--- src/design/vra_pkg.sv ---
// ---------------------------------------------------------------------------
// vra_pkg: shared definitions of the address range allocator
// Field widths, default sizes, operation and status codes, and the command
// that steers the row of range cells.
// ---------------------------------------------------------------------------
package vra_pkg;

    localparam int DEF_MAX_RANGES = 64;
    localparam int DEF_PAGE_BITS  = 12;
    localparam int DEF_ADDR_BITS  = 48;

    localparam int OP_W       = 2;
    localparam int BASE_W     = 48;
    localparam int SIZE_W     = 49;
    localparam int BOUND_W    = 49;
    localparam int HANDLE_W   = 32;
    localparam int OFFSET_W   = 48;
    localparam int STATUS_W   = 3;
    localparam int ADDRESS_W  = 48;
    localparam int TOTAL_W    = 49;
    localparam int CFG_IDX_W  = 8;
    localparam int CFG_DATA_W = 49;

    localparam logic [CFG_DATA_W-1:0] GUARD_RESET = 49'h0_0000_0001_0000;
    localparam logic [CFG_DATA_W-1:0] LIMIT_RESET = 49'h1_0000_0000_0000;

    localparam logic [CFG_IDX_W-1:0] CFG_GUARD_BASE  = 8'd0;
    localparam logic [CFG_IDX_W-1:0] CFG_SPACE_LIMIT = 8'd1;

    localparam logic [OP_W-1:0] OP_RESERVE = 2'd0;
    localparam logic [OP_W-1:0] OP_MAP     = 2'd1;
    localparam logic [OP_W-1:0] OP_FREE    = 2'd2;

    localparam logic [STATUS_W-1:0] ST_OK        = 3'd0;
    localparam logic [STATUS_W-1:0] ST_INVALID   = 3'd1;
    localparam logic [STATUS_W-1:0] ST_NO_MEMORY = 3'd2;
    localparam logic [STATUS_W-1:0] ST_CONFLICT  = 3'd3;
    localparam logic [STATUS_W-1:0] ST_NOT_FOUND = 3'd4;

    typedef enum logic [1:0] {
        CM_HOLD   = 2'd0,
        CM_ROTATE = 2'd1,
        CM_INSERT = 2'd2,
        CM_REMOVE = 2'd3
    } chain_mode_t;

endpackage

--- src/design/vra_ctrl.sv ---
// ---------------------------------------------------------------------------
// vra_ctrl: request sequencer of the address range allocator
// Prepares bounds, scans the rotating range row one word per cycle for
// overlaps, gaps and matches, then edits the row and updates the totals.
// ---------------------------------------------------------------------------
module vra_ctrl #(
    parameter int MAX_RANGES = 64,
    parameter int PAGE_BITS  = 12,
    parameter int ADDR_BITS  = 48,
    parameter int EW         = 8,
    parameter int IW         = 6
) (
    input  logic                              aclk,
    input  logic                              aresetn,
    input  logic                              s_valid,
    output logic                              s_ready,
    input  logic [vra_pkg::OP_W-1:0]          s_op,
    input  logic [vra_pkg::BASE_W-1:0]        s_base_address,
    input  logic [vra_pkg::SIZE_W-1:0]        s_size_bytes,
    input  logic [vra_pkg::BOUND_W-1:0]       s_min_address,
    input  logic [vra_pkg::BOUND_W-1:0]       s_max_address,
    input  logic [vra_pkg::HANDLE_W-1:0]      s_allocation_handle,
    input  logic [vra_pkg::OFFSET_W-1:0]      s_allocation_offset,
    output logic                              m_valid,
    input  logic                              m_ready,
    output logic [vra_pkg::STATUS_W-1:0]      m_status,
    output logic [vra_pkg::ADDRESS_W-1:0]     m_address,
    output logic [vra_pkg::TOTAL_W-1:0]       m_total_reserved,
    output logic [vra_pkg::TOTAL_W-1:0]       m_total_mapped,
    input  logic                              cfg_valid,
    output logic                              cfg_ready,
    input  logic [vra_pkg::CFG_IDX_W-1:0]     cfg_index,
    input  logic [vra_pkg::CFG_DATA_W-1:0]    cfg_data,
    input  logic                              head_valid,
    input  logic [EW-1:0]                     head_data,
    output vra_pkg::chain_mode_t              chain_mode,
    output logic [IW-1:0]                     chain_pos,
    output logic [EW-1:0]                     chain_new
);
    import vra_pkg::*;

    localparam int PB     = PAGE_BITS;
    localparam int AB     = ADDR_BITS;
    localparam int SPW    = AB - PB;
    localparam int SZW    = SPW + 1;
    localparam int CW     = ((AB > SIZE_W) ? AB : SIZE_W) + 2;
    localparam int UW     = $clog2(MAX_RANGES + 1);
    localparam int SZ_LSB = 0;
    localparam int SP_LSB = SZW;
    localparam int OF_LSB = SP_LSB + SPW;
    localparam int TG_LSB = OF_LSB + OFFSET_W;
    localparam int MP_BIT = TG_LSB + HANDLE_W;

    localparam logic [CW-1:0] PG_SIZE   = CW'(1) << PB;
    localparam logic [CW-1:0] PG_MASK   = PG_SIZE - CW'(1);
    localparam logic [CW-1:0] SPACE_END = CW'(1) << AB;
    localparam logic [IW-1:0] LAST_IDX  = IW'(MAX_RANGES - 1);
    localparam logic [UW-1:0] FULL_CNT  = UW'(MAX_RANGES);

    typedef enum logic [8:0] {
        S_IDLE = 9'b000000001,
        S_PRE1 = 9'b000000010,
        S_PRE2 = 9'b000000100,
        S_PRE3 = 9'b000001000,
        S_PRE4 = 9'b000010000,
        S_SCAN = 9'b000100000,
        S_FIN  = 9'b001000000,
        S_EDIT = 9'b010000000,
        S_DONE = 9'b100000000
    } state_t;

    function automatic logic [CW-1:0] align_up(input logic [CW-1:0] v);
        align_up = (v + PG_MASK) & ~PG_MASK;
    endfunction

    state_t                 state_reg, state_next;
    logic [OP_W-1:0]        op_reg, op_next;
    logic [BASE_W-1:0]      base_reg, base_next;
    logic [SIZE_W-1:0]      size_reg, size_next;
    logic [BOUND_W-1:0]     mn_reg, mn_next;
    logic [BOUND_W-1:0]     mx_reg, mx_next;
    logic [HANDLE_W-1:0]    tag_reg, tag_next;
    logic [OFFSET_W-1:0]    off_reg, off_next;
    logic [CFG_DATA_W-1:0]  guard_reg, guard_next;
    logic [CFG_DATA_W-1:0]  limit_reg, limit_next;
    logic [CW-1:0]          fl_reg, fl_next;
    logic [CW-1:0]          sal_reg, sal_next;
    logic [CW-1:0]          loc_reg, loc_next;
    logic [CW-1:0]          loc_al_reg, loc_al_next;
    logic [CW-1:0]          hi_reg, hi_next;
    logic [CW-1:0]          a_reg, a_next;
    logic [CW-1:0]          aend_reg, aend_next;
    logic [CW-1:0]          prev_end_reg, prev_end_next;
    logic                   found_reg, found_next;
    logic [IW-1:0]          idx_reg, idx_next;
    logic [IW-1:0]          pos_reg, pos_next;
    logic [UW-1:0]          hit_cnt_reg, hit_cnt_next;
    logic [UW-1:0]          used_reg, used_next;
    logic [TOTAL_W-1:0]     sub_res_reg, sub_res_next;
    logic [TOTAL_W-1:0]     sub_map_reg, sub_map_next;
    logic [TOTAL_W-1:0]     res_tot_reg, res_tot_next;
    logic [TOTAL_W-1:0]     map_tot_reg, map_tot_next;
    logic [STATUS_W-1:0]    status_reg, status_next;
    logic                   m_valid_reg, m_valid_next;
    logic [STATUS_W-1:0]    m_status_reg, m_status_next;
    logic [ADDRESS_W-1:0]   m_address_reg, m_address_next;
    logic [TOTAL_W-1:0]     m_res_reg, m_res_next;
    logic [TOTAL_W-1:0]     m_map_reg, m_map_next;

    logic                   is_map, is_place, is_free, is_search, size_zero;
    logic [CW-1:0]          h_st, h_en, c_cur, c_end, g_al, loc_w, hi_w, a0;
    logic                   fit, span_hit, exact_hit, hit, pos_inc;

    assign is_map    = (op_reg == OP_MAP);
    assign is_place  = (op_reg == OP_RESERVE) || (op_reg == OP_MAP);
    assign is_free   = (op_reg == OP_FREE);
    assign is_search = (base_reg == '0);
    assign size_zero = (size_reg == '0);

    assign h_st  = CW'(head_data[SP_LSB +: SPW]) << PB;
    assign h_en  = h_st + (CW'(head_data[SZ_LSB +: SZW]) << PB);
    assign c_cur = (a_reg > prev_end_reg) ? a_reg : prev_end_reg;
    assign c_end = c_cur + sal_reg;

    assign fit = head_valid && !found_reg && (h_en > c_cur)
                 && (c_end <= h_st) && (c_end <= hi_reg);
    assign span_hit  = head_valid && (h_st < aend_reg) && (a_reg < h_en);
    assign exact_hit = head_valid && (h_st == a_reg);
    assign hit       = (is_free && size_zero) ? exact_hit : span_hit;
    assign pos_inc   = is_search ? (head_valid && !found_reg && !fit)
                                 : (head_valid && (h_st <= a_reg));

    assign g_al  = align_up(CW'(guard_reg));
    assign loc_w = (is_map && mn_reg != '0) ? CW'(mn_reg) : fl_reg;
    assign hi_w  = (is_map && mx_reg != '0) ? CW'(mx_reg) : CW'(limit_reg);
    assign a0    = CW'(base_reg) & ~PG_MASK;

    always_comb begin
        state_next     = state_reg;
        op_next        = op_reg;
        base_next      = base_reg;
        size_next      = size_reg;
        mn_next        = mn_reg;
        mx_next        = mx_reg;
        tag_next       = tag_reg;
        off_next       = off_reg;
        guard_next     = guard_reg;
        limit_next     = limit_reg;
        fl_next        = fl_reg;
        sal_next       = sal_reg;
        loc_next       = loc_reg;
        loc_al_next    = loc_al_reg;
        hi_next        = hi_reg;
        a_next         = a_reg;
        aend_next      = aend_reg;
        prev_end_next  = prev_end_reg;
        found_next     = found_reg;
        idx_next       = idx_reg;
        pos_next       = pos_reg;
        hit_cnt_next   = hit_cnt_reg;
        used_next      = used_reg;
        sub_res_next   = sub_res_reg;
        sub_map_next   = sub_map_reg;
        res_tot_next   = res_tot_reg;
        map_tot_next   = map_tot_reg;
        status_next    = status_reg;
        m_valid_next   = m_valid_reg;
        m_status_next  = m_status_reg;
        m_address_next = m_address_reg;
        m_res_next     = m_res_reg;
        m_map_next     = m_map_reg;
        chain_mode     = CM_HOLD;

        if (m_valid_reg && m_ready) begin
            m_valid_next = 1'b0;
        end

        if (cfg_valid) begin
            if (cfg_index == CFG_GUARD_BASE) begin
                guard_next = cfg_data;
            end else if (cfg_index == CFG_SPACE_LIMIT) begin
                limit_next = cfg_data;
            end
        end

        case (state_reg)
            S_IDLE: begin
                if (s_valid) begin
                    op_next    = s_op;
                    base_next  = s_base_address;
                    size_next  = s_size_bytes;
                    mn_next    = s_min_address;
                    mx_next    = s_max_address;
                    tag_next   = s_allocation_handle;
                    off_next   = s_allocation_offset;
                    state_next = S_PRE1;
                end
            end
            S_PRE1: begin
                fl_next     = (g_al < PG_SIZE) ? PG_SIZE : g_al;
                sal_next    = align_up(CW'(size_reg));
                status_next = ST_OK;
                state_next  = S_PRE2;
                if (!is_place && !is_free) begin
                    status_next = ST_INVALID;
                    state_next  = S_DONE;
                end else if (is_place && (size_zero || (is_map && tag_reg == '0))) begin
                    status_next = ST_INVALID;
                    state_next  = S_DONE;
                end else if (is_place && used_reg == FULL_CNT) begin
                    status_next = ST_NO_MEMORY;
                    state_next  = S_DONE;
                end else if (is_free && is_search) begin
                    status_next = ST_INVALID;
                    state_next  = S_DONE;
                end
            end
            S_PRE2: begin
                loc_next    = loc_w;
                loc_al_next = align_up(loc_w);
                hi_next     = (hi_w > SPACE_END) ? SPACE_END : hi_w;
                state_next  = S_PRE3;
            end
            S_PRE3: begin
                if (is_free) begin
                    a_next = CW'(base_reg);
                end else if (!is_search) begin
                    a_next = (a0 < loc_reg) ? loc_al_reg : a0;
                end else begin
                    a_next = (loc_al_reg < fl_reg) ? fl_reg : loc_al_reg;
                end
                state_next = S_PRE4;
            end
            S_PRE4: begin
                aend_next     = a_reg + sal_reg;
                prev_end_next = '0;
                found_next    = 1'b0;
                idx_next      = '0;
                pos_next      = '0;
                hit_cnt_next  = '0;
                sub_res_next  = '0;
                sub_map_next  = '0;
                state_next    = S_SCAN;
                if (is_place && !is_search && (a_reg + sal_reg > SPACE_END)) begin
                    status_next = ST_INVALID;
                    state_next  = S_DONE;
                end
            end
            S_SCAN: begin
                chain_mode = CM_ROTATE;
                if (is_place) begin
                    if (fit && is_search) begin
                        found_next = 1'b1;
                        a_next     = c_cur;
                    end
                    if (pos_inc) begin
                        pos_next = pos_reg + IW'(1);
                    end
                end
                if (hit) begin
                    hit_cnt_next = hit_cnt_reg + UW'(1);
                    if (is_free) begin
                        if (hit_cnt_reg == '0) begin
                            pos_next = idx_reg;
                        end
                        if (head_data[MP_BIT]) begin
                            sub_map_next = sub_map_reg + TOTAL_W'(h_en - h_st);
                        end else begin
                            sub_res_next = sub_res_reg + TOTAL_W'(h_en - h_st);
                        end
                    end
                end
                if (head_valid) begin
                    prev_end_next = h_en;
                end
                idx_next = idx_reg + IW'(1);
                if (idx_reg == LAST_IDX) begin
                    state_next = S_FIN;
                end
            end
            S_FIN: begin
                state_next = S_EDIT;
                if (is_place) begin
                    if (!is_search && hit_cnt_reg != '0) begin
                        status_next = ST_CONFLICT;
                        state_next  = S_DONE;
                    end else if (is_search && !found_reg && !(c_end <= hi_reg)) begin
                        status_next = ST_NO_MEMORY;
                        state_next  = S_DONE;
                    end else begin
                        if (is_search && !found_reg) begin
                            a_next = c_cur;
                        end
                        if (is_map) begin
                            map_tot_next = map_tot_reg + sal_reg[TOTAL_W-1:0];
                        end else begin
                            res_tot_next = res_tot_reg + sal_reg[TOTAL_W-1:0];
                        end
                    end
                end else begin
                    if (hit_cnt_reg == '0) begin
                        status_next = ST_NOT_FOUND;
                        state_next  = S_DONE;
                    end else begin
                        res_tot_next = res_tot_reg - sub_res_reg;
                        map_tot_next = map_tot_reg - sub_map_reg;
                    end
                end
            end
            S_EDIT: begin
                if (is_place) begin
                    chain_mode = CM_INSERT;
                    used_next  = used_reg + UW'(1);
                    state_next = S_DONE;
                end else begin
                    chain_mode   = CM_REMOVE;
                    used_next    = used_reg - UW'(1);
                    hit_cnt_next = hit_cnt_reg - UW'(1);
                    if (hit_cnt_reg == UW'(1)) begin
                        state_next = S_DONE;
                    end
                end
            end
            S_DONE: begin
                if (!m_valid_reg || m_ready) begin
                    m_valid_next   = 1'b1;
                    m_status_next  = status_reg;
                    m_address_next = (status_reg == ST_OK && is_place)
                                     ? a_reg[ADDRESS_W-1:0] : '0;
                    m_res_next     = res_tot_reg;
                    m_map_next     = map_tot_reg;
                    state_next     = S_IDLE;
                end
            end
            default: begin
                state_next = S_IDLE;
            end
        endcase
    end

    always_ff @(posedge aclk) begin
        if (!aresetn) begin
            state_reg   <= S_IDLE;
            used_reg    <= '0;
            res_tot_reg <= '0;
            map_tot_reg <= '0;
            guard_reg   <= GUARD_RESET;
            limit_reg   <= LIMIT_RESET;
            m_valid_reg <= 1'b0;
        end else begin
            state_reg   <= state_next;
            used_reg    <= used_next;
            res_tot_reg <= res_tot_next;
            map_tot_reg <= map_tot_next;
            guard_reg   <= guard_next;
            limit_reg   <= limit_next;
            m_valid_reg <= m_valid_next;
        end
    end

    always_ff @(posedge aclk) begin
        op_reg        <= op_next;
        base_reg      <= base_next;
        size_reg      <= size_next;
        mn_reg        <= mn_next;
        mx_reg        <= mx_next;
        tag_reg       <= tag_next;
        off_reg       <= off_next;
        fl_reg        <= fl_next;
        sal_reg       <= sal_next;
        loc_reg       <= loc_next;
        loc_al_reg    <= loc_al_next;
        hi_reg        <= hi_next;
        a_reg         <= a_next;
        aend_reg      <= aend_next;
        prev_end_reg  <= prev_end_next;
        found_reg     <= found_next;
        idx_reg       <= idx_next;
        pos_reg       <= pos_next;
        hit_cnt_reg   <= hit_cnt_next;
        sub_res_reg   <= sub_res_next;
        sub_map_reg   <= sub_map_next;
        status_reg    <= status_next;
        m_status_reg  <= m_status_next;
        m_address_reg <= m_address_next;
        m_res_reg     <= m_res_next;
        m_map_reg     <= m_map_next;
    end

    assign s_ready          = (state_reg == S_IDLE);
    assign cfg_ready        = 1'b1;
    assign m_valid          = m_valid_reg;
    assign m_status         = m_status_reg;
    assign m_address        = m_address_reg;
    assign m_total_reserved = m_res_reg;
    assign m_total_mapped   = m_map_reg;

    assign chain_pos = pos_reg;
    assign chain_new = {is_map,
                        is_map ? tag_reg : {HANDLE_W{1'b0}},
                        is_map ? off_reg : {OFFSET_W{1'b0}},
                        a_reg[PB +: SPW],
                        sal_reg[PB +: SZW]};

endmodule

--- config.mk ---
export PLATFORM = sky130hd
export DESIGN_NAME = vra_ctrl
export DESIGN_NICKNAME = d
export VERILOG_FILES = /design/src/design/vra_pkg.sv /design/src/design/vra_ctrl.sv
export SDC_FILE = /design/constraint.sdc
export NUM_CORES = 2
export LEC_CHECK = 0
export ABC_AREA = 1
export BUFFER_PORTS_ARGS = -buffer_cell sky130_fd_sc_hd__buf_2
export CORE_UTILIZATION = 66
export CTS_BUF_LIST = sky130_fd_sc_hd__clkbuf_2 sky130_fd_sc_hd__clkbuf_4 sky130_fd_sc_hd__clkbuf_8
export DETAILED_ROUTE_END_ITERATION = 10
export MAX_ROUTING_LAYER = met4
export PLACE_DENSITY_LB_ADDON = 0.3
export SLEW_MARGIN = 40
export SYNTH_ARGS = -nofsm -noshare
export SYNTH_HDL_FRONTEND = slang
export SYNTH_SLANG_ARGS = --single-unit
--- constraint.sdc ---
create_clock -name aclk -period 20.1 [get_ports aclk]
set_input_delay 1.005 -clock aclk [delete_from_list [all_inputs] [get_ports aclk]]
set_output_delay 1.005 -clock aclk [all_outputs]
set_load 0.01 [all_outputs]
==> run_results.csv <==
group,metric,value,unit
run_status,status,"complete, no violations",
run,cap_violations,0,
worst_setup_path,slowest_delay,0.63,ns
floorplan,initial_utilization,66.6,%
finish,n_fill_cell,5233,
sta,rsz0062_at_grt,"false",
power,leakage,23.4,nW
sta,min_period_over_period,31.7,%
sta,drv_slew,0,
sta,relSlewSlack,37.7,%
power,p_seq_share,47.2,%
clocking,cts_resized,0,
floorplan,ios,516,
logic_synthesis,synth_cells,5485,
floorplan,die_w,270,microns
logic_synthesis,synth_edf_count,641,
grt,grt_start_max_net_pins,156,
worst_setup_path,endpoint_kind,"register",
logic_synthesis,synth_top_flop_cell,"edfxtp_1",
grt,grt_usage,41.5,%
clocking,cts_sinks,830,
grt,grt_pass1_wl,223000,microns
clocking,cts_tree,"built",
power,ir_worst_vdd,187,uV
finish,drive_gt1_share,13.7,%
clocking,postCtsSetupBuffers,0,
finish,area_delta_synth_final,11.9,%
worst_setup_path,cp.arrival,7.05,ns
routing,drt_iter0_markers,4855,
sta,tns,0,ns
grt,antenna_found_initial,2,
grt,grt_pass1_vias,39300,
worst_setup_path,worstPathRequired,20.77,ns
logic_synthesis,yosysUniqueCellTypes,70,
clocking,root_buffer,"clkbuf_8",
place,place.gp.congestion,1.05,
sta,finalSetupViolations,0,
clocking,htree_levels,4,
logic_synthesis,avgSynthCellArea,8.67,sq um
routing,drtAntennaViolNets,0,
grt,grt_overflow,0,
worst_setup_path,cp_slowest_cell,"edfxtp_1",
routing,wl,150000,microns
worst_setup_path,critPathMaxFanout,37,
power,p_per_area,88.9,mW/mm^2
clocking,clk_pin_slew,0.09,ns
sta,fmax,0.157,GHz
clocking,cts_buffer_depth,3,
routing,first_pass_iters,6,
power,swShare,32.6,%
routing,detail_route.vias_per_cell,5.99,
power,p_sw,1.54,mW
power,pwr-share-comb,20.0,%
routing,remaining_drc_errors,0,
floorplan,fp.dieH,270,microns
logic_synthesis,ys_warn_count,0,
routing,wire_per_inst,21.6,microns
floorplan,num_rows,98,
routing,vias,41700,
floorplan,core_area,0.0714,sq mm
place,post-dp-hpwl,113000,microns
worst_setup_path,cp-start-kind,"register",
finish,largest_reg_flops,51,
power,p_clk_share,32.8,%
logic_synthesis,async_flop_share,0,%
sta,tightest_slew,0.926,ns
worst_setup_path,criticalPathCategory,"reg -> reg",
sta,period_minus_slack,6.38,ns
logic_synthesis,synth.yosys.seq_area_share,48.4,%
floorplan,dieArea,0.0731,sq mm
finish,final_core_util,74.6,%
place,port_buffers,434,
min_path,min_path_type,"in -> reg",
logic_synthesis,synthesis.area,0.0476,sq mm
power,internal-power,3.19,mW
clocking,ctsHoldBuffers,0,
clocking,worstSkewPairLatency,0.83,ns
sta,hold_viol,0,
worst_setup_path,cpMostUsedCell,"nand2_1",
finish,nets,6533,
clocking,cts_inserted_buffers,135,
sta,skew,0.0585,ns
logic_synthesis,ys_seq_elements,830,
worst max-delay path, delay by kind of cell (launching register included):
family                   cells  cell delay (ns)
adder cells (fa/ha/maj)      3             1.03
flip-flops                   1             0.63
buffers and inverters        3             0.20
AO/OA/AOI/OAI                8             1.26
XOR/XNOR                     1             0.22
AND/OR/NAND/NOR             16             2.85
metal layers:
metal	part of all wire (%)	global-route usage [%]	wire, microns	vias to the layer above
met5	0	-	0	-
met4	6.7	24.8	10000	0
met3	10	6.76	15100	520
met2	45	64.1	68400	2496
met1	38	51.6	56900	19300
li1	-	-	-	19400
cell usage in the layout, fill, tap and decap left out, types with 77 or more instances in the layout:
master,count
edfxtp_1,641
clkbuf_8,143
nor3_1,77
nor2_1,665
dfxtp_1,189
ha_1,280
nand2_1,1043
o21ai_0,261
inv_1,658
buf_2,433
nand3_1,293
nand4_1,88
a21oi_1,399
xor2_1,134
nor4_1,86
per-stage QoR:
stage               cells  total power, mW  instance area, sq um  setup WS (ns)  hold WS [ns]
floorplan            5509             2.89                 47700           6.31         0.408
global placement     6710             3.13                 50300          13.74         0.424
detailed placement   6711             3.16                 50300          13.92         0.440
CTS                  6955             4.70                 53200          13.85         0.292
global route         6959             4.90                 53200          13.26         0.307
finish               6959             4.73                 53200          13.72         0.325
Yosys cell counts, types with 8 or more instances:
master / n / area, sq um
edfxtp_1: 641 / 19200
nor4_1: 90 / 563
nand4_1: 88 / 551
nand3_1: 295 / 1480
dfxtp_1: 189 / 3780
xnor2_1: 61 / 534
nor3_1: 77 / 385
xor2_1: 134 / 1170
buf_2: 22 / 110
o211ai_1: 31 / 233
o21ai_2: 21 / 184
a31oi_1: 25 / 156
o21a_1: 11 / 82.6
inv_1: 661 / 2480
a21oi_2: 19 / 166
nand2_1: 1046 / 3930
o21bai_1: 16 / 120
nor2_2: 13 / 81.3
buf_4: 38 / 285
buf_6: 13 / 146
buf_1: 10 / 37.5
inv_2: 19 / 71.3
o221ai_1: 8 / 70.1
a21o_1: 17 / 128
a21oi_1: 399 / 2000
o21ai_1: 18 / 90.1
clkbuf_1: 130 / 488
mux2i_1: 46 / 460
nor2_1: 668 / 2510
a211oi_1: 36 / 270
o21ai_0: 261 / 1310
ha_1: 280 / 3500
logic make-up (layout without fill, tap and decap cells):
kind of cell	after synthesis	count (layout)	share of synthesized area, %
fa+ha+maj	285	285	7.58
compound gates	889	889	10.6
mux	48	48	1.02
other cells	2	28	0.0158
buf+inv	898	1396	7.65
xor+xnor	195	195	3.59
flops	830	830	48.4
simple gates	2338	2338	21.1
path summary, 6_finish.rpt:
check,startpoint,to,slack (ns),cells after the start
setup / recovery,sal_reg[12]$_DFFE_PP_,res_tot_reg[33]$_SDFFE_PN0P_,13.72,31
hold / removal,s_min_address[29],mn_reg[29]$_DFFE_PP_,0.33,1
setup reg to reg,sal_reg[12]$_DFFE_PP_,res_tot_reg[33]$_SDFFE_PN0P_,13.72,31
hold reg to reg,map_tot_reg[48]$_SDFFE_PN0P_,m_total_mapped[48]$_DFFE_PP_,0.44,0
layout make-up:
class                      count  area, sq um  share of cell area (%)
inverter                     685         2570                    4.84
antenna                        2         5.00                 0.00941
timing repair buffer         467         2490                    4.67
clock inverter                54          509                   0.957
multi-input combinational   3781        21100                    39.6
sequential                   830        23000                    43.3
tap                          950         1190                    2.23
clock buffer                 190         2320                    4.36
power groups by stage:
stage                     combinational, mW  sequential [mW]  clock (mW)
final                                 0.945             2.23        1.55
after global routing                   1.03             2.24        1.63
after CTS                             0.915             2.22        1.56
after detailed placement              0.904             2.26           0
after global placement                0.879             2.25           0
after floorplan                       0.658             2.23           0
(Power assumes the default switching activity.)
