`src/design/vra_pkg.sv`:
```
// ---------------------------------------------------------------------------
// vra_pkg: shared definitions of the address range allocator
// Field widths, default sizes, operation and status codes, and the command
// that steers the row of range cells.
// ---------------------------------------------------------------------------
package vra_pkg;

    localparam int DEF_MAX_RANGES = 64;
    localparam int DEF_PAGE_BITS  = 12;
    localparam int DEF_ADDR_BITS  = 48;

    localparam int OP_W       = 2;
    localparam int BASE_W     = 48;
    localparam int SIZE_W     = 49;
    localparam int BOUND_W    = 49;
    localparam int HANDLE_W   = 32;
    localparam int OFFSET_W   = 48;
    localparam int STATUS_W   = 3;
    localparam int ADDRESS_W  = 48;
    localparam int TOTAL_W    = 49;
    localparam int CFG_IDX_W  = 8;
    localparam int CFG_DATA_W = 49;

    localparam logic [CFG_DATA_W-1:0] GUARD_RESET = 49'h0_0000_0001_0000;
    localparam logic [CFG_DATA_W-1:0] LIMIT_RESET = 49'h1_0000_0000_0000;

    localparam logic [CFG_IDX_W-1:0] CFG_GUARD_BASE  = 8'd0;
    localparam logic [CFG_IDX_W-1:0] CFG_SPACE_LIMIT = 8'd1;

    localparam logic [OP_W-1:0] OP_RESERVE = 2'd0;
    localparam logic [OP_W-1:0] OP_MAP     = 2'd1;
    localparam logic [OP_W-1:0] OP_FREE    = 2'd2;

    localparam logic [STATUS_W-1:0] ST_OK        = 3'd0;
    localparam logic [STATUS_W-1:0] ST_INVALID   = 3'd1;
    localparam logic [STATUS_W-1:0] ST_NO_MEMORY = 3'd2;
    localparam logic [STATUS_W-1:0] ST_CONFLICT  = 3'd3;
    localparam logic [STATUS_W-1:0] ST_NOT_FOUND = 3'd4;

    typedef enum logic [1:0] {
        CM_HOLD   = 2'd0,
        CM_ROTATE = 2'd1,
        CM_INSERT = 2'd2,
        CM_REMOVE = 2'd3
    } chain_mode_t;

endpackage

```
`src/design/vra_cell.sv`:
```
// ---------------------------------------------------------------------------
// vra_cell: one slot of the sorted range table
// Holds one range word and takes its neighbor's word when the row rotates,
// opens a slot for an insert or closes one after a removal.
// ---------------------------------------------------------------------------
module vra_cell #(
    parameter int EW  = 8,
    parameter int IW  = 6,
    parameter int IDX = 0
) (
    input  logic                  aclk,
    input  logic                  aresetn,
    input  vra_pkg::chain_mode_t  mode,
    input  logic [IW-1:0]         pos,
    input  logic [EW-1:0]         new_data,
    input  logic                  prev_valid,
    input  logic [EW-1:0]         prev_data,
    input  logic                  next_valid,
    input  logic [EW-1:0]         next_data,
    output logic                  valid,
    output logic [EW-1:0]         data
);
    import vra_pkg::*;

    localparam logic [IW-1:0] MY_IDX = IW'(IDX);

    logic          valid_reg, valid_next;
    logic [EW-1:0] data_reg, data_next;

    always_comb begin
        valid_next = valid_reg;
        data_next  = data_reg;
        case (mode)
            CM_ROTATE: begin
                valid_next = next_valid;
                data_next  = next_data;
            end
            CM_INSERT: begin
                if (MY_IDX == pos) begin
                    valid_next = 1'b1;
                    data_next  = new_data;
                end else if (MY_IDX > pos) begin
                    valid_next = prev_valid;
                    data_next  = prev_data;
                end
            end
            CM_REMOVE: begin
                if (MY_IDX >= pos) begin
                    valid_next = next_valid;
                    data_next  = next_data;
                end
            end
            default: begin
                valid_next = valid_reg;
                data_next  = data_reg;
            end
        endcase
    end

    always_ff @(posedge aclk) begin
        if (!aresetn) begin
            valid_reg <= 1'b0;
        end else begin
            valid_reg <= valid_next;
        end
    end

    always_ff @(posedge aclk) begin
        data_reg <= data_next;
    end

    assign valid = valid_reg;
    assign data  = data_reg;

endmodule

```
`config.mk`:
```
export PLATFORM = sky130hd
export DESIGN_NAME = vra_cell
export DESIGN_NICKNAME = d
export VERILOG_FILES = /design/src/design/vra_pkg.sv /design/src/design/vra_cell.sv
export SDC_FILE = /design/constraint.sdc
export NUM_CORES = 1
export LEC_CHECK = 0
export BUFFER_PORTS_ARGS = -buffer_cell sky130_fd_sc_hd__buf_2
export CAP_MARGIN = 15
export CORE_ASPECT_RATIO = 1.5
export CORE_MARGIN = 4
export CORE_UTILIZATION = 24
export DETAILED_ROUTE_END_ITERATION = 10
export GPL_ROUTABILITY_DRIVEN = 0
export GPL_TIMING_DRIVEN = 0
export MAX_ROUTING_LAYER = met4
export PLACE_DENSITY_LB_ADDON = 0.05
export SKIP_CTS_REPAIR_TIMING = 1
export SYNTH_ARGS = -nofsm -noshare
export SYNTH_HDL_FRONTEND = slang
export SYNTH_SLANG_ARGS = --single-unit
```
`constraint.sdc`:
```
create_clock -name aclk -period 2.1 [get_ports aclk]
set_clock_uncertainty 0.1 [all_clocks]
set_input_delay 0.21 -clock aclk [delete_from_list [all_inputs] [get_ports aclk]]
set_output_delay 0.21 -clock aclk [all_outputs]
set_load 0.01 [all_outputs]
```
==> results.json, run 1 <==
{
  "commonest_cells_after_routing_fill_and_taps_aside": "sky130_fd_sc_hd__buf_2, sky130_fd_sc_hd__nor2_1, sky130_fd_sc_hd__nand3_1, sky130_fd_sc_hd__a31oi_1, sky130_fd_sc_hd__edfxtp_1",
  "finish.cell_count_without_fillers": 126,
  "maxClockFrequency_ghz": 0.5900,
  "worstMarginPinSlew_ps": 656.0,
  "synth_area_in_compound_gates_pct": 22.86,
  "synthCells": 57,
  "critPathRequiredTime_ps": 1930,
  "wirelength_um": 1761,
  "worstHoldPathType": "in -> reg",
  "finish.net_count": 141,
  "dpl-instance-area_um2": 784.5,
  "finish.utilization_pct": 38.57,
  "place.detailed.instances": 122,
  "tritoncts.num_buffers": 3,
  "drcViolationCount": 0,
  "crit_arrival_ps": 1520,
  "post_drt_wl_per_cell_um": 13.98,
  "period_minus_slack_ps": 1695,
  "synth-simple-area-share_pct": 23.09,
  "total_of_endpoints_with_negative_setup_slack_in_the_final_report": 0,
  "antenna_found_initial": 0,
  "grt_max_degree": 11,
  "criticalPathCategory": "in -> reg",
  "outcome": "finished clean",
  "report.final.hold_viol_count": 0,
  "synth_xor_xnor_area_share_pct": 0,
  "detailedPlacementHpwl_um": 1305,
  "layout-drive-gt1-share_pct": 50.96,
  "grt_setup_unrepaired": "false",
  "cp-end-kind": "flop",
  "grt_pass1_vias": 692,
  "grt-ovfl-total": 0,
  "post-route-period-util_pct": 80.71,
  "setup-tns-final_ps": 0,
  "max_cap_viol_count": 0,
  "synth_nets": 93,
  "layout.cells.most_common": "sky130_fd_sc_hd__buf_2",
  "peakVddDrop_mv": 0.2528,
  "die_width_um": 46.80,
  "synth.area.top_cells": "sky130_fd_sc_hd__edfxtp_1, sky130_fd_sc_hd__a31oi_1, sky130_fd_sc_hd__nand3_1, sky130_fd_sc_hd__nor2_1, sky130_fd_sc_hd__o21ai_1",
  "area_growth_syn_to_layout_pct": 49.65,
  "largest_register_ffs": 8,
  "clk_root_buffer_cell": "sky130_fd_sc_hd__clkbuf_4",
  "synth_top_cell_by_area": "sky130_fd_sc_hd__edfxtp_1",
  "drtPass1Iterations": 4,
  "power.density_nw_per_um2": 577.3,
  "rows": 20,
  "synth_top_area_share_pct": 44.34,
  "globalRouteTotalUtil_pct": 13.33,
  "layout.cell_area.non_filler_um2": 810.8,
  "start_util_pct": 25.77,
  "via_total_after_detailed_routing": 633,
  "multiplexer_share_of_the_synthesized_area_pct": 0,
  "route.detailed.vias_per_inst": 5.024,
  "slew_headroom_pct": 56.11,
  "startpoint_type": "input port",
  "synth_area_um2": 541.8,
  "detail-route-antenna-nets": 0,
  "diodes": 0,
  "clkLatencyLatePin_ps": 260,
  "floorplan.io_pins": 45,
  "die_height_um": 66.19,
  "place.port_buffers": 43,
  "avgSynthCellArea_um2": 9.505,
  "tritoncts_num_sinks": 9,
  "synth.yosys.seq_area_share_pct": 48.04,
  "grt_pass1_wl_um": 2787,
  "core_area_um2": 2102,
  "pleak_nw": 0.3523,
  "ys.warnings.count": 0,
  "cts-htree-levels": 1,
  "clk_transition_reported_paths_ps": 70,
  "cts_tree": "yes",
  "drt_iter0_drc": 13,
  "final_max_slew_viol_count": 0,
  "die_area_um2": 3097,
  "crit_path_max_fanout": 9,
  "distinct_cell_type_count_of_the_synthesized_netlist": 19,
  "combinational_family_with_the_most_area_after_synthesis": "simple AND/OR/NAND/NOR gates",
  "synth_adder_area_share_pct": 0,
  "cts.path.max_buffers": 2,
  "ys_ff_latch": 9
}
## cells in the mapped netlist
cell                       count
sky130_fd_sc_hd__nor2_1        9
sky130_fd_sc_hd__a31oi_1       8
sky130_fd_sc_hd__edfxtp_1      8
sky130_fd_sc_hd__nand3_1       8
sky130_fd_sc_hd__o21ai_1       5
sky130_fd_sc_hd__o21ai_0       3
sky130_fd_sc_hd__a311oi_1      2
sky130_fd_sc_hd__inv_1         2
sky130_fd_sc_hd__nor2b_1       2
sky130_fd_sc_hd__buf_2         1
sky130_fd_sc_hd__buf_6         1
sky130_fd_sc_hd__clkbuf_1      1
sky130_fd_sc_hd__clkbuf_2      1
sky130_fd_sc_hd__dfxtp_1       1
sky130_fd_sc_hd__nor4_4        1
sky130_fd_sc_hd__o21a_1        1
sky130_fd_sc_hd__o21ai_2       1
sky130_fd_sc_hd__or2_2         1
sky130_fd_sc_hd__or4_4         1
## layer usage
metal	vias up	part of all wire [%]	global-route usage [%]
met1	277	35	12.62
met3	4	10	2.452
li1	316	-	-
met5	-	0	-
met2	36	52	22.96
met4	0	2.4	8.997
## power breakdown
group,switching [mW],internal [mW]
clock,0.0685,0.0734
sequential,0.00388,0.215
combinational,0.0561,0.0508
## final cells by class
type | count | area (um2)
Buffer | 4 | 25.02
Clock buffer | 4 | 26.28
Fill cell | 242 | 1291
Inverter | 2 | 7.507
Multi-Input combinational cell | 42 | 249.0
Sequential cell | 9 | 260.3
Tap cell | 22 | 27.53
Timing Repair Buffer | 43 | 215.2
## logic make-up after synthesis
kind of cell	after synthesis
compound gates	20
buf+inv	6
simple gates	22
flops	9
## through the flow
stage          power, mW  setup slack [ps]  hold WS, ps
2_1_floorplan     0.2707             408.2        214.3
3_3_place_gp      0.3304             108.9        336.8
3_5_place_dp      0.3319             97.45        340.2
4_1_cts           0.4720             378.6        59.41
5_1_grt           0.4942             322.7        71.26
6_report          0.4681             405.0        59.94
## path summary, 6_finish.rpt
check,startpoint,to,slack [ps],depth (start not counted)
setup / recovery,pos[5],data[0]$_DFFE_PP_,410,5
hold / removal,aresetn,valid$_SDFFE_PN0P_,60,3
setup reg to reg,valid$_SDFFE_PN0P_,valid$_SDFFE_PN0P_,1260,2
hold reg to reg,valid$_SDFFE_PN0P_,valid$_SDFFE_PN0P_,540,2
## worst max-delay path, cell delays in order
cell and delay, ps:
sky130_fd_sc_hd__buf_2 120, sky130_fd_sc_hd__or4_4 530, sky130_fd_sc_hd__buf_6 150, sky130_fd_sc_hd__o21ai_2 130
sky130_fd_sc_hd__o21a_1 380
Note: power is estimated with default switching activity, not from simulation.
==> inputs of run 2 (changes only) <==
--- a/config.mk
+++ b/config.mk
@@ -5,6 +5,7 @@
 export SDC_FILE = /design/constraint.sdc
 export NUM_CORES = 1
 export LEC_CHECK = 0
+export ABC_AREA = 1
 export BUFFER_PORTS_ARGS = -buffer_cell sky130_fd_sc_hd__buf_2
 export CAP_MARGIN = 15
 export CORE_ASPECT_RATIO = 1.5
==> constraint.sdc (replaced) <==
create_clock -name aclk -period 1.7 [get_ports aclk]
set_clock_uncertainty 0.1 [all_clocks]
set_input_delay 0.17 -clock aclk [delete_from_list [all_inputs] [get_ports aclk]]
set_output_delay 0.17 -clock aclk [all_outputs]
set_load 0.01 [all_outputs]
==> results.json, run 2 <==
{
  "detailedPlacementHpwl_um": 1297,
  "cp-end-kind": "flop",
  "dpl-instance-area_um2": 812.0,
  "post-route-period-util_pct": 76.49,
  "rows": 21,
  "setup-tns-final_ps": 0,
  "synth_area_in_compound_gates_pct": 10.44,
  "largest_register_ffs": 8,
  "worstHoldPathType": "in -> reg",
  "commonest_cells_after_routing_fill_and_taps_aside": "sky130_fd_sc_hd__buf_2, sky130_fd_sc_hd__nand2_1, sky130_fd_sc_hd__nor2_1",
  "outcome": "finished clean",
  "via_total_after_detailed_routing": 614,
  "criticalPathCategory": "in -> reg",
  "worstMarginPinSlew_ps": 324.6,
  "layout-drive-gt1-share_pct": 50.00,
  "drt_iter0_drc": 11,
  "clk_transition_reported_paths_ps": 60,
  "maxClockFrequency_ghz": 0.7691,
  "drcViolationCount": 0,
  "n_fill_cell": 245,
  "route.detailed.vias_per_inst": 4.617,
  "netSwitchingFraction_pct": 26.43,
  "critPathSlowestCell": "sky130_fd_sc_hd__nor2_4",
  "startpoint_type": "input port",
  "timing.critical_path.cells": "buf_2 -> nor2_4 -> nand3_4 -> nand2_1 -> nand2_1 -> inv_1",
  "grt_setup_unrepaired": "false",
  "synth_nets": 98,
  "max_cap_viol_count": 0,
  "avgSynthCellArea_um2": 9.081,
  "critPathMaxStageDelay_ps": 250,
  "clkLatencyLatePin_ps": 250,
  "die_height_um": 67.32,
  "synth_xor_xnor_area_share_pct": 0,
  "drtPass1Iterations": 4,
  "post_drt_wl_per_cell_um": 11.89,
  "combinational_family_with_the_most_area_after_synthesis": "simple AND/OR/NAND/NOR gates",
  "die_width_um": 47.55,
  "grt_pass1_vias": 591,
  "multiplexer_share_of_the_synthesized_area_pct": 0,
  "place.port_buffers": 44,
  "p_sw_uw": 151.4,
  "gr-usage-met3_pct": 1.600,
  "path_common_cell": "sky130_fd_sc_hd__nand2_1",
  "antenna_found_initial": 0,
  "postSynth.asyncResetShare_pct": 0,
  "post_synth_edffs": 8,
  "crit_arrival_ps": 1130,
  "cp.buffers_inverters": 2,
  "critPathRequiredTime_ps": 1530,
  "layout.cell_area.non_filler_um2": 838.3,
  "ys_ff_latch": 9,
  "wirelength_um": 1581,
  "slew_headroom_pct": 78.34,
  "layout.cells.most_common": "sky130_fd_sc_hd__buf_2",
  "period_minus_slack_ps": 1300,
  "synth.yosys.seq_area_share_pct": 46.22,
  "power_frac_comb_pct": 24.1,
  "gr_met2_demand_resource_pct": 18.96,
  "grt_max_degree": 11,
  "synthCells": 62,
  "finish.net_count": 147,
  "cts_tree": "yes",
  "synth_common_cells": "sky130_fd_sc_hd__nand2_1, sky130_fd_sc_hd__nor2_1, sky130_fd_sc_hd__nand4_1, sky130_fd_sc_hd__a31oi_1, sky130_fd_sc_hd__edfxtp_1",
  "synth-main-ff-cell": "sky130_fd_sc_hd__edfxtp_1",
  "cell_type_group_with_the_largest_total_delay_on_the_critical_path": "simple AND/OR/NAND/NOR gates",
  "globalRouteTotalUtil_pct": 11.04,
  "cts-htree-levels": 1,
  "power.internal_uw": 421.4,
  "start_util_pct": 25.21,
  "synth_area_um2": 563.0,
  "grt.busiest_layer": "met2",
  "power.density_nw_per_um2": 683.2,
  "synth-simple-area-share_pct": 39.33,
  "synth_adder_area_share_pct": 0,
  "distinct_cell_type_count_of_the_synthesized_netlist": 15,
  "r2r_setup_slack_ps": 990,
  "total_of_endpoints_with_negative_setup_slack_in_the_final_report": 0,
  "tritoncts_num_sinks": 9,
  "detail-route-antenna-nets": 0,
  "synth.most_common_cell": "sky130_fd_sc_hd__nand2_1",
  "grtUsageMet1_pct": 11.53,
  "synth_top_cell_by_area": "sky130_fd_sc_hd__edfxtp_1",
  "synth.area.top_cells": "sky130_fd_sc_hd__edfxtp_1, sky130_fd_sc_hd__nand4_1, sky130_fd_sc_hd__a31oi_1, sky130_fd_sc_hd__nand2_1, sky130_fd_sc_hd__nor2_4",
  "diodes": 0,
  "ys.warnings.count": 0,
  "area_growth_syn_to_layout_pct": 48.89,
  "synth_top_area_share_pct": 42.67,
  "power_frac_seq_pct": 47.3,
  "tritoncts.num_buffers": 3,
  "die_area_um2": 3201,
  "crit_path_max_fanout": 10,
  "grt_pass1_wl_um": 2415,
  "cts.path.max_buffers": 2,
  "floorplan.io_pins": 45,
  "grt-ovfl-total": 0,
  "peakVddDrop_mv": 0.2368,
  "clk_root_buffer_cell": "sky130_fd_sc_hd__clkbuf_4",
  "pleak_nw": 0.3897,
  "report.final.hold_viol_count": 0,
  "clock_power_share_pct": 28.6,
  "core_area_um2": 2233,
  "final_max_slew_viol_count": 0
}
==> run 2: cell families after synthesis <==
family / count (synthesis)
simple gates: 40
compound gates: 9
buf+inv: 4
flops: 9
==> run 2: power by group through the flow <==
stage	registers, mW	logic [mW]	clock network, mW
final	0.271	0.138	0.164
after global routing	0.273	0.158	0.184
after CTS	0.271	0.142	0.173
after detailed placement	0.276	0.142	0
after global placement	0.275	0.142	0
after floorplan	0.289	0.0537	0
==> run 2: path summary, 6_finish.rpt <==
check	start	cells after the start	end
hold / removal	aresetn	3	valid$_SDFFE_PN0P_
hold reg to reg	valid$_SDFFE_PN0P_	4	valid$_SDFFE_PN0P_
setup / recovery	pos[1]	6	data[7]$_DFFE_PP_
setup reg to reg	valid$_SDFFE_PN0P_	4	valid$_SDFFE_PN0P_
==> run 2: routing by layer <==
layer,vias to the layer above,wire length [um]
met5,-,0
met3,2,139
li1,327,-
met4,0,25
met2,25,840
met1,260,575
==> run 2: tightest hold or removal path: cells and delay by family <==
family / cells / cell delay (ps)
buf+inv: 1 / 90
simple gates: 2 / 80
==> run 2: per-stage QoR <==
stage / power [mW] / utilization [%] / instances / setup slack, ps / hold WS [ps]
2_1_floorplan: 0.3424 / - / 62 / 450.4 / 190.7
3_3_place_gp: 0.4176 / 36.36 / 129 / 68.59 / 295.3
3_5_place_dp: 0.4180 / 36.36 / 129 / 71.50 / 298.2
4_1_cts: 0.5862 / 37.54 / 133 / 349.2 / 24.86
5_1_grt: 0.6154 / 37.54 / 133 / 228.7 / 50.67
6_report: 0.5727 / 37.54 / 133 / 399.7 / 32.71
==> run 2: final cells by class <==
class                      count  area (um2)  area share [%]
buffer                         1       11.26           1.343
clock buffer                   4       26.28           3.134
inverter                       3       11.26           1.343
multi-input combinational     49       280.3           33.43
sequential                     9       260.3           31.04
tap                           23       28.78           3.433
timing repair buffer          44       220.2           26.27
==> inputs of run 3 (changes only) <==
==> constraint.sdc (replaced) <==
create_clock -name aclk -period 1.3 [get_ports aclk]
set_clock_uncertainty 0.1 [all_clocks]
set_input_delay 0.13 -clock aclk [delete_from_list [all_inputs] [get_ports aclk]]
set_output_delay 0.13 -clock aclk [all_outputs]
set_load 0.01 [all_outputs]
==> results.json, run 3 (synthesized netlist as in run 2, its figures left out) <==
{
  "wirelength_um": 1691,
  "place.port_buffers": 44,
  "layout_setup_ws_ps": 208.8,
  "detailedPlacementHpwl_um": 1297,
  "violations": "hold timing",
  "drt_iter0_drc": 8,
  "hold_depth": 3,
  "detail-route-antenna-nets": 0,
  "post-place-ws_ps": -288.5,
  "reg2reg_depth": 4,
  "crit_arrival_ps": 950,
  "largest_register_ffs": 8,
  "startpoint_type": "input port",
  "clkLatencyLatePin_ps": 250,
  "r2r-start": "valid$_SDFFE_PN0P_",
  "grt_pass1_vias": 591,
  "cts_tree": "yes",
  "drtPass1Iterations": 4,
  "path_common_cell": "sky130_fd_sc_hd__nand2_1",
  "core_area_um2": 2233,
  "via_total_after_detailed_routing": 650,
  "layout-drive-gt1-share_pct": 53.85,
  "grt_max_degree": 11,
  "post-route-period-util_pct": 83.94,
  "antenna_found_initial": 0,
  "rows": 21,
  "crit_path_max_fanout": 10,
  "pleak_nw": 0.4193,
  "dpl-instance-area_um2": 812.0,
  "commonest_cells_after_routing_fill_and_taps_aside": "sky130_fd_sc_hd__buf_2, sky130_fd_sc_hd__nand2_1, sky130_fd_sc_hd__nor2_1",
  "cp-end-kind": "flop",
  "worst_hold_margin_ps": -6.751,
  "slew_headroom_pct": 84.00,
  "critPathSlowestCell": "sky130_fd_sc_hd__nor2_4",
  "tritoncts_num_sinks": 9,
  "route.detailed.vias_per_inst": 4.643,
  "globalRouteTotalUtil_pct": 11.04,
  "period_minus_slack_ps": 1091,
  "totalPowerFinal_uw": 771.1,
  "clk_root_buffer_cell": "sky130_fd_sc_hd__clkbuf_4",
  "n_fill_cell": 243,
  "cts-htree-levels": 1,
  "regArea_um2": 260.3,
  "multi_input_comb_area_um2": 280.3,
  "place.detailed.instances": 129,
  "post_drt_wl_per_cell_um": 12.08,
  "maxClockFrequency_ghz": 0.9164,
  "grt_pass1_wl_um": 2415,
  "die_area_um2": 3201,
  "grt-ovfl-total": 0,
  "peakVddDrop_mv": 0.2649,
  "cts.path.max_buffers": 2,
  "critPathMaxStageDelay_ps": 180,
  "final_max_slew_viol_count": 0,
  "report.final.hold_viol_count": 1,
  "floorplan.io_pins": 45,
  "die_height_um": 67.32,
  "clk_transition_reported_paths_ps": 60,
  "total_of_endpoints_with_negative_setup_slack_in_the_final_report": 0,
  "hold-path-endpoint": "valid$_SDFFE_PN0P_",
  "power.density_nw_per_um2": 862.0,
  "finish.cell_count_without_fillers": 140,
  "outcome": "finished, violations left",
  "holdCritStartpoint": "aresetn",
  "max_cap_viol_count": 0,
  "criticalPathCategory": "in -> reg",
  "finish.net_count": 154,
  "area_growth_syn_to_layout_pct": 58.89,
  "grt_setup_unrepaired": "false",
  "timing.critical_path.cells": "buf_2 -> nor2_4 -> nand3_4 -> nand2_1 -> nand2_1 -> clkinvlp_4",
  "worstHoldPathType": "in -> reg",
  "critPathRequiredTime_ps": 1160,
  "start_util_pct": 25.21,
  "worst_reg2reg_path_endpoint": "valid$_SDFFE_PN0P_",
  "drcViolationCount": 0,
  "diodes": 0,
  "die_width_um": 47.55,
  "layout.cells.most_common": "sky130_fd_sc_hd__buf_2",
  "setup-tns-final_ps": 0,
  "layout.cell_area.non_filler_um2": 894.6,
  "tritoncts.num_buffers": 3,
  "r2r_setup_slack_ps": 590,
  "worstMarginPinSlew_ps": 239.4
}
run 3: cell types whose count changed in the layout (fill, tap and decap cells not counted), sizes merged:
cell,delta
inv,-1
clkinvlp,+1
buf,+7
run 3: layout make-up:
cell class | instances | area share (%)
Clock buffer | 4 | 2.937
Inverter | 3 | 1.678
Timing Repair Buffer | 51 | 30.49
Buffer | 1 | 1.259
Multi-Input combinational cell | 49 | 31.33
Tap cell | 23 | 3.217
Sequential cell | 9 | 29.09
run 3: power by group:
group | internal [mW] | switching, mW | leakage (nW)
sequential | 0.348 | 0.00605 | 0.0856
clock | 0.118 | 0.0991 | 0.0150
combinational | 0.0984 | 0.101 | 0.319
total | 0.565 | 0.207 | 0.419
run 3: worst max-delay path by stage:
stage,start,end,slack (ps),cells past startpoint
after floorplan,pos[1],data[0]$_DFFE_PP_,90,5
after global placement,pos[1],data[2]$_DFFE_PP_,-290,6
after detailed placement,pos[5],data[2]$_DFFE_PP_,-290,6
after CTS,pos[5],data[7]$_DFFE_PP_,-10,6
after global routing,pos[0],data[7]$_DFFE_PP_,110,6
final,pos[0],data[7]$_DFFE_PP_,210,6
run 3: stage by stage:
step	hold slack, ps	util, %
6_report	-6.751	40.06
3_5_place_dp	258.2	36.36
4_1_cts	-15.14	37.54
3_3_place_gp	255.3	36.36
2_1_floorplan	150.7	-
5_1_grt	13.36	40.06
run 3: metal layers:
metal	track usage, %	share of wire, %	wire length, um	vias up
li1	-	-	-	340
met1	11.53	38	641	283
met2	18.96	52	878	25
met3	1.600	8.4	142	2
met4	6.061	1.7	29	0
met5	-	0	0	-
run 3: worst max-delay path: cells and delay by family:
family	cells	cell delay (ps)
simple gates	4	530
buf+inv	2	290
